<file path="src/rtl/core/qsed_pkg.sv">
// Shared types, constants and helpers for the quoted string escape decoder.
package qsed_pkg;

    typedef enum logic [2:0] {
        PH_AWAIT,
        PH_BODY,
        PH_ESC,
        PH_HEX1,
        PH_HEX2,
        PH_OCT,
        PH_DONE
    } t_phase;

    typedef enum logic [1:0] {
        KIND_BYTE,
        KIND_DONE,
        KIND_ERR
    } t_kind;

    localparam logic [7:0] CH_QUOTE = 8'h22;
    localparam logic [7:0] CH_APOS  = 8'h27;
    localparam logic [7:0] CH_BSL   = 8'h5C;
    localparam logic [7:0] CH_ZERO  = 8'h30;
    localparam logic [7:0] CH_X     = 8'h78;

    typedef struct packed {
        logic [7:0] data;
        t_kind      kind;
        logic       last;
    } t_result;

    typedef struct packed {
        logic [1:0] cnt;
        t_result    r0;
        t_result    r1;
    } t_dec_res;

    typedef struct packed {
        logic       ok;
        logic [3:0] val;
    } t_hex;

    function automatic t_hex hex_value(logic [7:0] b);
        t_hex h;
        h.ok  = 1'b1;
        h.val = 4'h0;
        if (b >= 8'h30 && b <= 8'h39) begin
            h.val = b[3:0];
        end else if ((b >= 8'h61 && b <= 8'h66) || (b >= 8'h41 && b <= 8'h46)) begin
            h.val = b[3:0] + 4'd9;
        end else begin
            h.ok = 1'b0;
        end
        return h;
    endfunction

endpackage

</file>
<file path="src/rtl/core/qsed_decode.sv">
// Phase register and per-byte decode logic producing up to two results.
module qsed_decode (
    input  logic               i_clk,
    input  logic               i_rst_n,
    input  logic               i_valid,
    input  logic [7:0]         i_byte,
    input  logic               i_last,
    output qsed_pkg::t_dec_res o_res
);

    typedef struct packed {
        logic             emit;
        qsed_pkg::t_kind  kind;
        logic [7:0]       data;
        qsed_pkg::t_phase phase;
    } t_body;

    function automatic t_body body_step(logic [7:0] b);
        t_body r;
        r.emit  = 1'b1;
        r.kind  = qsed_pkg::KIND_BYTE;
        r.data  = b;
        r.phase = qsed_pkg::PH_BODY;
        if (b == qsed_pkg::CH_QUOTE) begin
            r.kind  = qsed_pkg::KIND_DONE;
            r.data  = 8'h00;
            r.phase = qsed_pkg::PH_DONE;
        end else if (b == qsed_pkg::CH_BSL) begin
            r.emit  = 1'b0;
            r.phase = qsed_pkg::PH_ESC;
        end
        return r;
    endfunction

    qsed_pkg::t_phase  r_phase, n_phase;
    logic [7:0]        r_pend, n_pend;
    t_body             bs;
    qsed_pkg::t_hex    hx;
    logic              pre_emit;
    logic [7:0]        pre_data;
    qsed_pkg::t_kind   pre_kind;
    logic              use_body;
    qsed_pkg::t_dec_res res;

    always_ff @(posedge i_clk) begin
        if (!i_rst_n) begin
            r_phase <= qsed_pkg::PH_AWAIT;
            r_pend  <= 8'h00;
        end else if (i_valid) begin
            r_phase <= n_phase;
            r_pend  <= n_pend;
        end
    end

    always_comb begin
        bs       = body_step(i_byte);
        hx       = qsed_pkg::hex_value(i_byte);
        pre_emit = 1'b0;
        pre_data = 8'h00;
        pre_kind = qsed_pkg::KIND_BYTE;
        use_body = 1'b0;
        n_phase  = r_phase;
        n_pend   = r_pend;
        unique case (r_phase)
            qsed_pkg::PH_AWAIT: begin
                if (i_byte == qsed_pkg::CH_QUOTE) begin
                    n_phase = qsed_pkg::PH_BODY;
                end else begin
                    pre_emit = 1'b1;
                    pre_kind = qsed_pkg::KIND_ERR;
                    n_phase  = qsed_pkg::PH_DONE;
                end
            end
            qsed_pkg::PH_BODY: begin
                use_body = 1'b1;
            end
            qsed_pkg::PH_ESC: begin
                n_phase = qsed_pkg::PH_BODY;
                unique case (i_byte) inside
                    8'h6E, 8'h4E: begin
                        pre_emit = 1'b1;
                        pre_data = 8'h0A;
                    end
                    8'h74, 8'h54: begin
                        pre_emit = 1'b1;
                        pre_data = 8'h09;
                    end
                    8'h72, 8'h52: begin
                        pre_emit = 1'b1;
                        pre_data = 8'h0D;
                    end
                    8'h61, 8'h41: begin
                        pre_emit = 1'b1;
                        pre_data = 8'h07;
                    end
                    8'h62, 8'h42: begin
                        pre_emit = 1'b1;
                        pre_data = 8'h08;
                    end
                    8'h66, 8'h46: begin
                        pre_emit = 1'b1;
                        pre_data = 8'h0C;
                    end
                    8'h76, 8'h56: begin
                        pre_emit = 1'b1;
                        pre_data = 8'h0B;
                    end
                    8'h78, 8'h58: begin
                        n_phase = qsed_pkg::PH_HEX1;
                    end
                    [8'h31:8'h37]: begin
                        n_pend  = i_byte - qsed_pkg::CH_ZERO;
                        n_phase = qsed_pkg::PH_OCT;
                    end
                    8'h30: begin
                        pre_emit = 1'b1;
                        pre_data = 8'h00;
                    end
                    default: begin
                        pre_emit = 1'b1;
                        pre_data = i_byte;
                    end
                endcase
            end
            qsed_pkg::PH_HEX1: begin
                if (hx.ok) begin
                    n_pend  = {4'h0, hx.val};
                    n_phase = qsed_pkg::PH_HEX2;
                end else begin
                    pre_emit = 1'b1;
                    pre_data = qsed_pkg::CH_X;
                    use_body = 1'b1;
                end
            end
            qsed_pkg::PH_HEX2: begin
                pre_emit = 1'b1;
                if (hx.ok) begin
                    pre_data = {r_pend[3:0], hx.val};
                    n_phase  = qsed_pkg::PH_BODY;
                end else begin
                    pre_data = r_pend;
                    use_body = 1'b1;
                end
            end
            qsed_pkg::PH_OCT: begin
                pre_emit = 1'b1;
                if (i_byte[7:3] == 5'b00110) begin
                    pre_data = {2'b00, r_pend[2:0], i_byte[2:0]};
                    n_phase  = qsed_pkg::PH_BODY;
                end else begin
                    pre_data = r_pend;
                    use_body = 1'b1;
                end
            end
            qsed_pkg::PH_DONE: begin
                n_phase = qsed_pkg::PH_DONE;
            end
            default: begin
                n_phase = qsed_pkg::PH_DONE;
            end
        endcase

        if (use_body) begin
            n_phase = bs.phase;
        end

        res = '0;
        if (pre_emit) begin
            res.r0.data = pre_data;
            res.r0.kind = pre_kind;
            res.cnt     = 2'd1;
        end
        if (use_body && bs.emit) begin
            if (pre_emit) begin
                res.r1.data = bs.data;
                res.r1.kind = bs.kind;
                res.cnt     = 2'd2;
            end else begin
                res.r0.data = bs.data;
                res.r0.kind = bs.kind;
                res.cnt     = 2'd1;
            end
        end

        // unfinished literal at end of input: error replaces everything
        if (i_last) begin
            if (n_phase != qsed_pkg::PH_DONE) begin
                res         = '0;
                res.cnt     = 2'd1;
                res.r0.kind = qsed_pkg::KIND_ERR;
            end
            n_phase = qsed_pkg::PH_AWAIT;
            n_pend  = 8'h00;
        end

        res.r0.last = (res.cnt == 2'd1);
        res.r1.last = (res.cnt == 2'd2);
        o_res       = res;
    end

endmodule

</file>
<file path="src/rtl/core/qsed_fifo.sv">
// Result queue taking up to two results per cycle and releasing one per cycle while popped.
module qsed_fifo #(
    parameter int DEPTH = 4
) (
    input  logic               i_clk,
    input  logic               i_rst_n,
    input  logic               i_push,
    input  qsed_pkg::t_dec_res i_res,
    input  logic               i_pop,
    output logic               o_room,
    output logic               o_valid,
    output qsed_pkg::t_result  o_head
);

    localparam int AW = (DEPTH > 1) ? $clog2(DEPTH) : 1;
    localparam int CW = $clog2(DEPTH + 1);
    localparam logic [AW-1:0] PTR_LAST  = AW'(DEPTH - 1);
    localparam logic [CW-1:0] ROOM_MAX  = CW'(DEPTH - 2);

    qsed_pkg::t_result r_mem [DEPTH];
    logic [AW-1:0]     r_wr, n_wr;
    logic [AW-1:0]     r_rd, n_rd;
    logic [CW-1:0]     r_cnt, n_cnt;
    logic [AW-1:0]     wr_1, wr_2;
    logic [1:0]        push_n;
    logic              pop_en;

    assign wr_1   = (r_wr == PTR_LAST) ? '0 : r_wr + 1'b1;
    assign wr_2   = (wr_1 == PTR_LAST) ? '0 : wr_1 + 1'b1;
    assign push_n = i_push ? i_res.cnt : 2'd0;
    assign pop_en = i_pop && (r_cnt != '0);

    always_comb begin
        n_wr = r_wr;
        if (push_n == 2'd1) begin
            n_wr = wr_1;
        end else if (push_n == 2'd2) begin
            n_wr = wr_2;
        end
        n_rd  = pop_en ? ((r_rd == PTR_LAST) ? '0 : r_rd + 1'b1) : r_rd;
        n_cnt = r_cnt + CW'(push_n) - CW'(pop_en);
    end

    always_ff @(posedge i_clk) begin
        if (!i_rst_n) begin
            r_wr  <= '0;
            r_rd  <= '0;
            r_cnt <= '0;
        end else begin
            r_wr  <= n_wr;
            r_rd  <= n_rd;
            r_cnt <= n_cnt;
        end
    end

    always_ff @(posedge i_clk) begin
        if (push_n != 2'd0) begin
            r_mem[r_wr] <= i_res.r0;
        end
        if (push_n == 2'd2) begin
            r_mem[wr_1] <= i_res.r1;
        end
    end

    assign o_room  = (r_cnt <= ROOM_MAX);
    assign o_valid = (r_cnt != '0);
    assign o_head  = r_mem[r_rd];

endmodule

</file>
<file path="src/rtl/core/quoted_string_escape_decoder.sv">
// Top level of the quoted string escape decoder: input register, decode, result queue.
// A request accepted into the input register is decoded and its results are written
// into the result queue when the queue has room; the output shows the queue head.
// Throughput: one request per cycle while the queue has room; results leave one per
// cycle while the output is ready, so the queue absorbs a request with two results.
// Reset: synchronous, active low; clears the input stage, phase and the result queue.
module quoted_string_escape_decoder #(
    parameter int FIFO_DEPTH = 4
) (
    input  logic       i_clk,
    input  logic       i_rst_n,
    input  logic       i_in_valid,
    output logic       o_in_ready,
    input  logic [7:0] i_in_byte,
    input  logic       i_in_last,
    output logic       o_out_valid,
    input  logic       i_out_ready,
    output logic [7:0] o_out_byte,
    output logic [1:0] o_out_kind,
    output logic       o_out_last
);

    logic               r_in_valid;
    logic [7:0]         r_in_byte;
    logic               r_in_last;
    logic               advance;
    logic               room;
    qsed_pkg::t_dec_res dec_res;
    qsed_pkg::t_result  head;

    assign advance    = r_in_valid && room;
    assign o_in_ready = !r_in_valid || room;

    always_ff @(posedge i_clk) begin
        if (!i_rst_n) begin
            r_in_valid <= 1'b0;
        end else if (o_in_ready) begin
            r_in_valid <= i_in_valid;
        end
    end

    always_ff @(posedge i_clk) begin
        if (i_in_valid && o_in_ready) begin
            r_in_byte <= i_in_byte;
            r_in_last <= i_in_last;
        end
    end

    qsed_decode u_decode (
        .i_clk   (i_clk),
        .i_rst_n (i_rst_n),
        .i_valid (advance),
        .i_byte  (r_in_byte),
        .i_last  (r_in_last),
        .o_res   (dec_res)
    );

    qsed_fifo #(
        .DEPTH (FIFO_DEPTH)
    ) u_fifo (
        .i_clk   (i_clk),
        .i_rst_n (i_rst_n),
        .i_push  (advance),
        .i_res   (dec_res),
        .i_pop   (i_out_ready),
        .o_room  (room),
        .o_valid (o_out_valid),
        .o_head  (head)
    );

    assign o_out_byte = head.data;
    assign o_out_kind = head.kind;
    assign o_out_last = head.last;

    a_reset_empty: assert property (@(posedge i_clk)
        !i_rst_n |=> !o_out_valid)
        else $error("result queue not empty after reset");

    a_status_no_data: assert property (@(posedge i_clk) disable iff (!i_rst_n)
        (o_out_valid && o_out_kind != qsed_pkg::KIND_BYTE) |-> (o_out_byte == 8'h00))
        else $error("completion or error result carries data");

    a_status_is_last: assert property (@(posedge i_clk) disable iff (!i_rst_n)
        (o_out_valid && o_out_kind != qsed_pkg::KIND_BYTE) |-> o_out_last)
        else $error("completion or error result not marked last");

    a_no_accept_full: assert property (@(posedge i_clk) disable iff (!i_rst_n)
        (r_in_valid && !room) |=> $stable(r_in_byte))
        else $error("held request overwritten while queue full");

endmodule
</file>
<file path="config.mk">
export PLATFORM = sky130hd
export DESIGN_NAME = quoted_string_escape_decoder
export DESIGN_NICKNAME = d
export VERILOG_FILES = /design/src/rtl/core/qsed_pkg.sv /design/src/rtl/core/qsed_decode.sv /design/src/rtl/core/qsed_fifo.sv /design/src/rtl/core/quoted_string_escape_decoder.sv
export SDC_FILE = /design/constraint.sdc
export NUM_CORES = 1
export LEC_CHECK = 0
export BUFFER_PORTS_ARGS = -buffer_cell sky130_fd_sc_hd__clkbuf_2
export CELL_PAD_IN_SITES_DETAIL_PLACEMENT = 0
export CELL_PAD_IN_SITES_GLOBAL_PLACEMENT = 2
export CORE_MARGIN = 8
export CORE_UTILIZATION = 37
export CTS_CLUSTER_DIAMETER = 100
export DETAILED_ROUTE_END_ITERATION = 16
export PLACE_DENSITY = 0.77
export SLEW_MARGIN = 15
export SYNTH_ARGS = -nofsm -noshare
export SYNTH_HDL_FRONTEND = slang
export SYNTH_SLANG_ARGS = --single-unit
</file>
<file path="constraint.sdc">
create_clock -name i_clk -period 4.6 [get_ports i_clk]
set_clock_uncertainty 0.1 [all_clocks]
set_input_delay 0.92 -clock i_clk [delete_from_list [all_inputs] [get_ports i_clk]]
set_output_delay 0.92 -clock i_clk [all_outputs]
set_load 0.005 [all_outputs]
</file>
== Word level (Yosys, flattened, before mapping) ==
Memory sizes are Yosys's and may differ from the RTL's. A register that Yosys moved wholly into a read port is not among the register bits.
Cells that the tools add are included.
Storage, ports and cells
  memory bits (writable): 44
  flip-flop bits (word level): 28
  input port bits: 13
  memories: 1
Cells by class
  magnitude comparators: 9
  reductions and logical operators: 29
  mux-type cells: 54
  add/subtract/negate cells: 7
  eq/ne operators: 35
Memories
  u_fifo.r_mem: words 4, bits a word 11, read ports 1, clocked after Yosys merged registers in 1, write ports 2, RTL line qsed_fifo.sv:20  | qsed_pkg::t_result r_mem [DEPTH];
Operators with widths (number)
  8-bit by 7-bit == test with 1-bit output, second input constant: 17
  8-bit one-hot mux with 8 select lines: 1
  24-bit two-way mux: 2
  8-bit two-way mux: 5
  8-bit one-hot mux with 4 select lines: 1
  10-bit two-way mux: 3
  2-bit two-way mux: 12
  3-bit two-way mux: 7
  2-bit OR reduction: 10
  3-bit one-hot mux with 6 select lines: 1
  8-bit by 6-bit == test with 1-bit output, second input constant: 2
  8-bit by 6-bit greater-or-equal comparator with 1-bit output, second input constant: 2
  8-bit by 7-bit greater-or-equal comparator with 1-bit output, second input constant: 2
  8-bit by 6-bit <= comparator with 1-bit output, second input constant: 2
  8-bit by 7-bit <= comparator with 1-bit output, second input constant: 2
  8-bit one-hot mux with 2 select lines: 1
  1-bit two-way mux: 12
  12-bit two-way mux: 1
  11-bit two-way mux: 1
  2-bit == test, second input constant: 5
  9-bit two-way mux: 1
  1-bit logical AND: 8
  4-bit two-way mux: 2
  8-bit by 6-bit subtractor with 8-bit output, second input constant: 1
  24 further kinds: 33

== Depth between registers and ports, before layout ==
  depth in word-level cells: 16
  gate-level depth with buffers: 20
  depth with buffers taken out: 17

== Hierarchy ==
A second synthesis with hierarchy kept.
Second synthesis, totals
  cells, all modules: 443
  area, all modules: 4989.8 um^2
By module, submodules not included
  qsed_fifo: area each 2896.5 um^2, cells each 179, times used 1
  qsed_decode: area each 1757.9 um^2, cells each 249, times used 1
  quoted_string_escape_decoder: area each 335.3 um^2, cells each 15, times used 1

== Least setup slack after synthesis ==
No wires, ideal clock.
  path type: register to register
  from: register r_in_byte[0]
  to: memory u_fifo.r_mem[1][0] in the netlist's numbering (enable)
  setup time: 320 ps
  cell stages (with the launch flop): 20
  buffers on the path: 4
  required time: 4180 ps
  data arrival time: 3800 ps
  setup slack: 380 ps
  cell sequence: edfxtp_1 buf_2 inv_1 ha_1 o21bai_1 a311o_1 o2bb2ai_1 nor3_4 nor2_4 buf_4 inv_1 ha_1 inv_1 a21oi_2 inv_1 ha_1 clkbuf_1 nand2_1 clkbuf_1 nand2_1
RTL lines
  from (decl): RTL line quoted_string_escape_decoder.sv:24  | logic [7:0] r_in_byte;
  from (signal assigned): RTL line quoted_string_escape_decoder.sv:44  | r_in_byte <= i_in_byte;
  to (decl): RTL line qsed_fifo.sv:20

==> metrics.log <==
[metrics] Critical Path Sink Type: flop
[metrics] hold_ws: a little under 0.4 ns
[metrics] actual transition at the worst max-transition pin: ~0.8 ns
[metrics] # clock sinks: 74
[metrics] VDD IR-drop max: between 0.15 and 0.2 mV
[metrics] total wire length: 13.0 mm
[metrics] final count of hold timing violations: 0
[metrics] CTS root buf: sky130_fd_sc_hd__clkbuf_16
[metrics] outcome: completed
[metrics] syn_nets: approximately 500
[metrics] detailed-routing iteration count for the pre-antenna-repair pass: 5
[metrics] detailed placer's ending HPWL: approximately 9.9 mm
[metrics] Setup-failing EPs final: 0
[metrics] first-pass GRT wire length: around 21 mm
[metrics] count of final max-slew check failures: 0
[metrics] post-synthesis adder-cell area fraction: 0.0663
[metrics] simple-gate share of the synthesized area: 0.183
[metrics] Seq/Total Area, Yosys: 0.408
[metrics] synthesized netlist cell count: between 400 and 500
[metrics] cells taking the most area after synthesis: sky130_fd_sc_hd__edfxtp_1, sky130_fd_sc_hd__dfxtp_1, sky130_fd_sc_hd__ha_1
[metrics] worst min path class: flop to flop
[metrics] Maximum Capacitance Violations: 0
[metrics] wire length per cell: between 15 and 20 µm
[metrics] Inst Count DP: 656
[metrics] initial antenna violation count: 0
[metrics] Yosys warnings: 0
[metrics] main combinational cell family by area after synthesis: compound AO/OA/AOI/OAI gates
[metrics] post-layout net count: 533
[metrics] post-synth design cell area: 4830 µm²
[metrics] DR DRC count: 0
[metrics] Worst EP required: between 4 and 5 ns
[metrics] nature of the critical path startpoint: flop
[metrics] maximum achievable frequency: between 200 and 250 MHz
[metrics] # IOs: 26
[metrics] proportion of synthesized area in mux cells: 0.0578
[metrics] synthesis-stage register bit count: 74
[metrics] most common cell after layout, fill and taps aside: sky130_fd_sc_hd__edfxtp_1
[metrics] effective utilization at floorplan: 0.381
[metrics] placeable core region: ~13000 µm²
[metrics] remaining global-route overflow: 0
[metrics] share of Yosys cell area claimed by the top area cell type: 0.305
[metrics] overall die width: approximately 130 µm
[metrics] DRT iter0 DRCs: between 300 and 400
[metrics] most frequent cells in the layout: sky130_fd_sc_hd__edfxtp_1, sky130_fd_sc_hd__nand2_1, sky130_fd_sc_hd__a21oi_1, sky130_fd_sc_hd__nor2_1
[metrics] Leakage Power: between 1.5 and 2 nW
[metrics] total clock buffers created by CTS: 9
[metrics] clock slew at the register clock pins of the worst setup and hold paths: around 0.070 ns
[metrics] predominant post-synthesis flop cell: sky130_fd_sc_hd__edfxtp_1
[metrics] post-DR vias/cell: about 5.8
[metrics] insertion delay to the later sink of the worst-skew pair: 0.35 ns
[metrics] placer's final routability congestion estimate: 0.912
[metrics] layout overhead on the synthesized area: 12.5%
[metrics] Crit Path Max Fanout: 8
[metrics] clock tree from TritonCTS: built
[metrics] power density normalized to cell area: between 300 and 400 nW/µm²
[metrics] xor/xnor cell area share of the yosys netlist: 0.00726
[metrics] Data arrival, critical path: ~4.3 ns
[metrics] DIE HEIGHT: about 130 µm
[metrics] synthesized-area fraction occupied by ao, oa, aoi and oai cells: 0.235
[metrics] hold buffers post-CTS: 0
[metrics] largest net degree at the start of global routing: 20
[metrics] Slew Limit Headroom: 0.473
[metrics] quantity of I/O buffers inserted on ports: 25
[metrics] proportion of layout cells with a drive suffix above 1: 0.186
[metrics] Setup TNS: 0 ns
[metrics] die area: about 17000 µm²
[metrics] Layout Cells excl Fill: around 670
[metrics] remaining antenna violation count after routing: 0
[metrics] count of flip-flops with a built-in enable after synthesis: 49
[metrics] Final Critical Period: between 4 and 5 ns
[metrics] count of buffers added by post-CTS timing repair for setup: 0
[metrics] setup repair after global routing missed its margin: false
[metrics] All-Layer GR Usage: 0.162
[metrics] total via count after detailed routing: slightly below 4000
[metrics] maximum clock path buffer count: 2
[metrics] post-route design area: about 5400 µm²
[metrics] via count of the first global-routing pass: 3839
[metrics] fraction of the cycle the final worst path needs: 0.910
[metrics] critical setup path kind: flop to flop
[metrics] depth of the CTS H-tree: 3
[metrics] Post-Place Cell Area: roughly 5000 µm²
[metrics] share of flip-flops with an asynchronous set or reset after synthesis: 0
[metrics] Std-Cell Rows: between 40 and 50
[metrics] number of distinct standard cells referenced by the synthesized netlist: between 80 and 90
[metrics] dominant cell type by area after synthesis: sky130_fd_sc_hd__edfxtp_1
[metrics] count of instances resized after the clock tree is built: 0
[metrics] antenna diode count: 0
[metrics] mean instance size in the synthesized netlist: between 10 and 15 µm²
## routing by layer
layer,share of wire,GRT usage,vias to the layer above
met2,0.46,0.257,117
met1,0.46,0.208,1932
met3,0.051,0.0351,21
met4,0.025,0.0690,0
met5,0,0,-
li1,-,-,1853
## synthesized netlist by cell type (3+ instances only)
library cell,count
sky130_fd_sc_hd__nor2_1,27
sky130_fd_sc_hd__inv_1,21
sky130_fd_sc_hd__and2_1,12
sky130_fd_sc_hd__o21a_1,5
sky130_fd_sc_hd__or4_4,3
sky130_fd_sc_hd__nor4_1,4
sky130_fd_sc_hd__nand2b_1,6
sky130_fd_sc_hd__a31oi_1,5
sky130_fd_sc_hd__a211oi_1,5
sky130_fd_sc_hd__a21oi_1,35
sky130_fd_sc_hd__xnor2_1,3
sky130_fd_sc_hd__buf_2,5
sky130_fd_sc_hd__nor3_1,10
sky130_fd_sc_hd__edfxtp_1,49
sky130_fd_sc_hd__nand3_1,7
sky130_fd_sc_hd__a21boi_0,3
sky130_fd_sc_hd__a21o_1,3
sky130_fd_sc_hd__buf_4,4
sky130_fd_sc_hd__nor2b_1,18
sky130_fd_sc_hd__a221o_1,3
sky130_fd_sc_hd__o22ai_1,23
sky130_fd_sc_hd__clkbuf_1,13
sky130_fd_sc_hd__o2bb2ai_1,17
sky130_fd_sc_hd__nor3b_1,5
sky130_fd_sc_hd__nand3b_1,4
sky130_fd_sc_hd__dfxtp_1,25
sky130_fd_sc_hd__and3_1,5
sky130_fd_sc_hd__nand2_1,35
sky130_fd_sc_hd__o21ai_0,11
sky130_fd_sc_hd__ha_1,24
sky130_fd_sc_hd__a22oi_1,6
sky130_fd_sc_hd__mux4_2,11
## through the flow
| stage | total power, W | utilization | setup slack (ns) |
|---|---|---|---|
| floorplan | 0.00126 | - | 0.380 |
| global placement | 0.00144 | 0.405 | 0.452 |
| detailed placement | 0.00144 | 0.405 | 0.448 |
| CTS | 0.00215 | 0.429 | 0.426 |
| global route | 0.00225 | 0.429 | 0.0879 |
| finish | 0.00213 | 0.429 | 0.414 |
## power by group
part | total [W] | internal [W] | switching [W]
combinational | 0.000566 | 0.000254 | 0.000313
clock | 0.000705 | 0.000419 | 0.000286
sequential | 0.000856 | 0.000782 | 0.0000738
## flip-flops by register name (all words and copies together) (netlist names), named ones only
signal and count:
r_in_byte 8, r_in_last 1, r_in_valid 1, u_decode.r_pend 8, u_decode.r_phase 3, u_fifo.r_cnt 3
u_fifo.r_mem 44, u_fifo.r_rd 2, u_fifo.r_wr 2
## cell type report
cell class	count	area (µm²)
flip-flops and latches	74	1970
clock buffers	9	225
clock inverters	7	68.8
well taps	172	215
fillers	1239	7240
multi-input cells	352	2660
inverters	21	78.8
repair buffers	37	215
## worst max-delay path, stage by stage, from the launching register on
cell,delay [ns]
sky130_fd_sc_hd__edfxtp_1,0.51
sky130_fd_sc_hd__ha_1,0.40
sky130_fd_sc_hd__nor2_1,0.14
sky130_fd_sc_hd__nor3_1,0.45
sky130_fd_sc_hd__or3_1,0.27
sky130_fd_sc_hd__o21ai_1,0.15
sky130_fd_sc_hd__nor2_4,0.12
sky130_fd_sc_hd__inv_1,0.06
sky130_fd_sc_hd__ha_1,0.27
sky130_fd_sc_hd__inv_1,0.08
sky130_fd_sc_hd__a21oi_2,0.19
sky130_fd_sc_hd__inv_1,0.10
sky130_fd_sc_hd__ha_1,0.27
sky130_fd_sc_hd__nand2b_1,0.18
sky130_fd_sc_hd__a21oi_1,0.32
sky130_fd_sc_hd__nand2_1,0.21
sky130_fd_sc_hd__o22ai_1,0.19
## path summary, 6_finish.rpt
kind	startpoint	endpoint	slack (ns)	cells past startpoint
setup / recovery	r_in_byte[5]	u_fifo.r_mem[3][3]	0.41	16
hold / removal	u_decode.r_pend[6]	u_decode.r_pend[6]	0.40	1
setup reg to reg	r_in_byte[5]	u_fifo.r_mem[3][3]	0.41	16
hold reg to reg	u_decode.r_pend[6]	u_decode.r_pend[6]	0.40	1
## logic make-up (layout without fill, tap and decap cells)
| kind of cell | after synthesis | in the layout |
|---|---|---|
| AOI/OAI and AO/OA | 153 | 153 |
| DFF | 74 | 74 |
| and+or+nand+nor | 156 | 156 |
| buffers and inverters | 46 | 74 |
| muxes | 14 | 14 |
| xor gates and xnor gates | 4 | 4 |
| adders and majority gates | 25 | 25 |
Power figures use the tool's default switching activity.
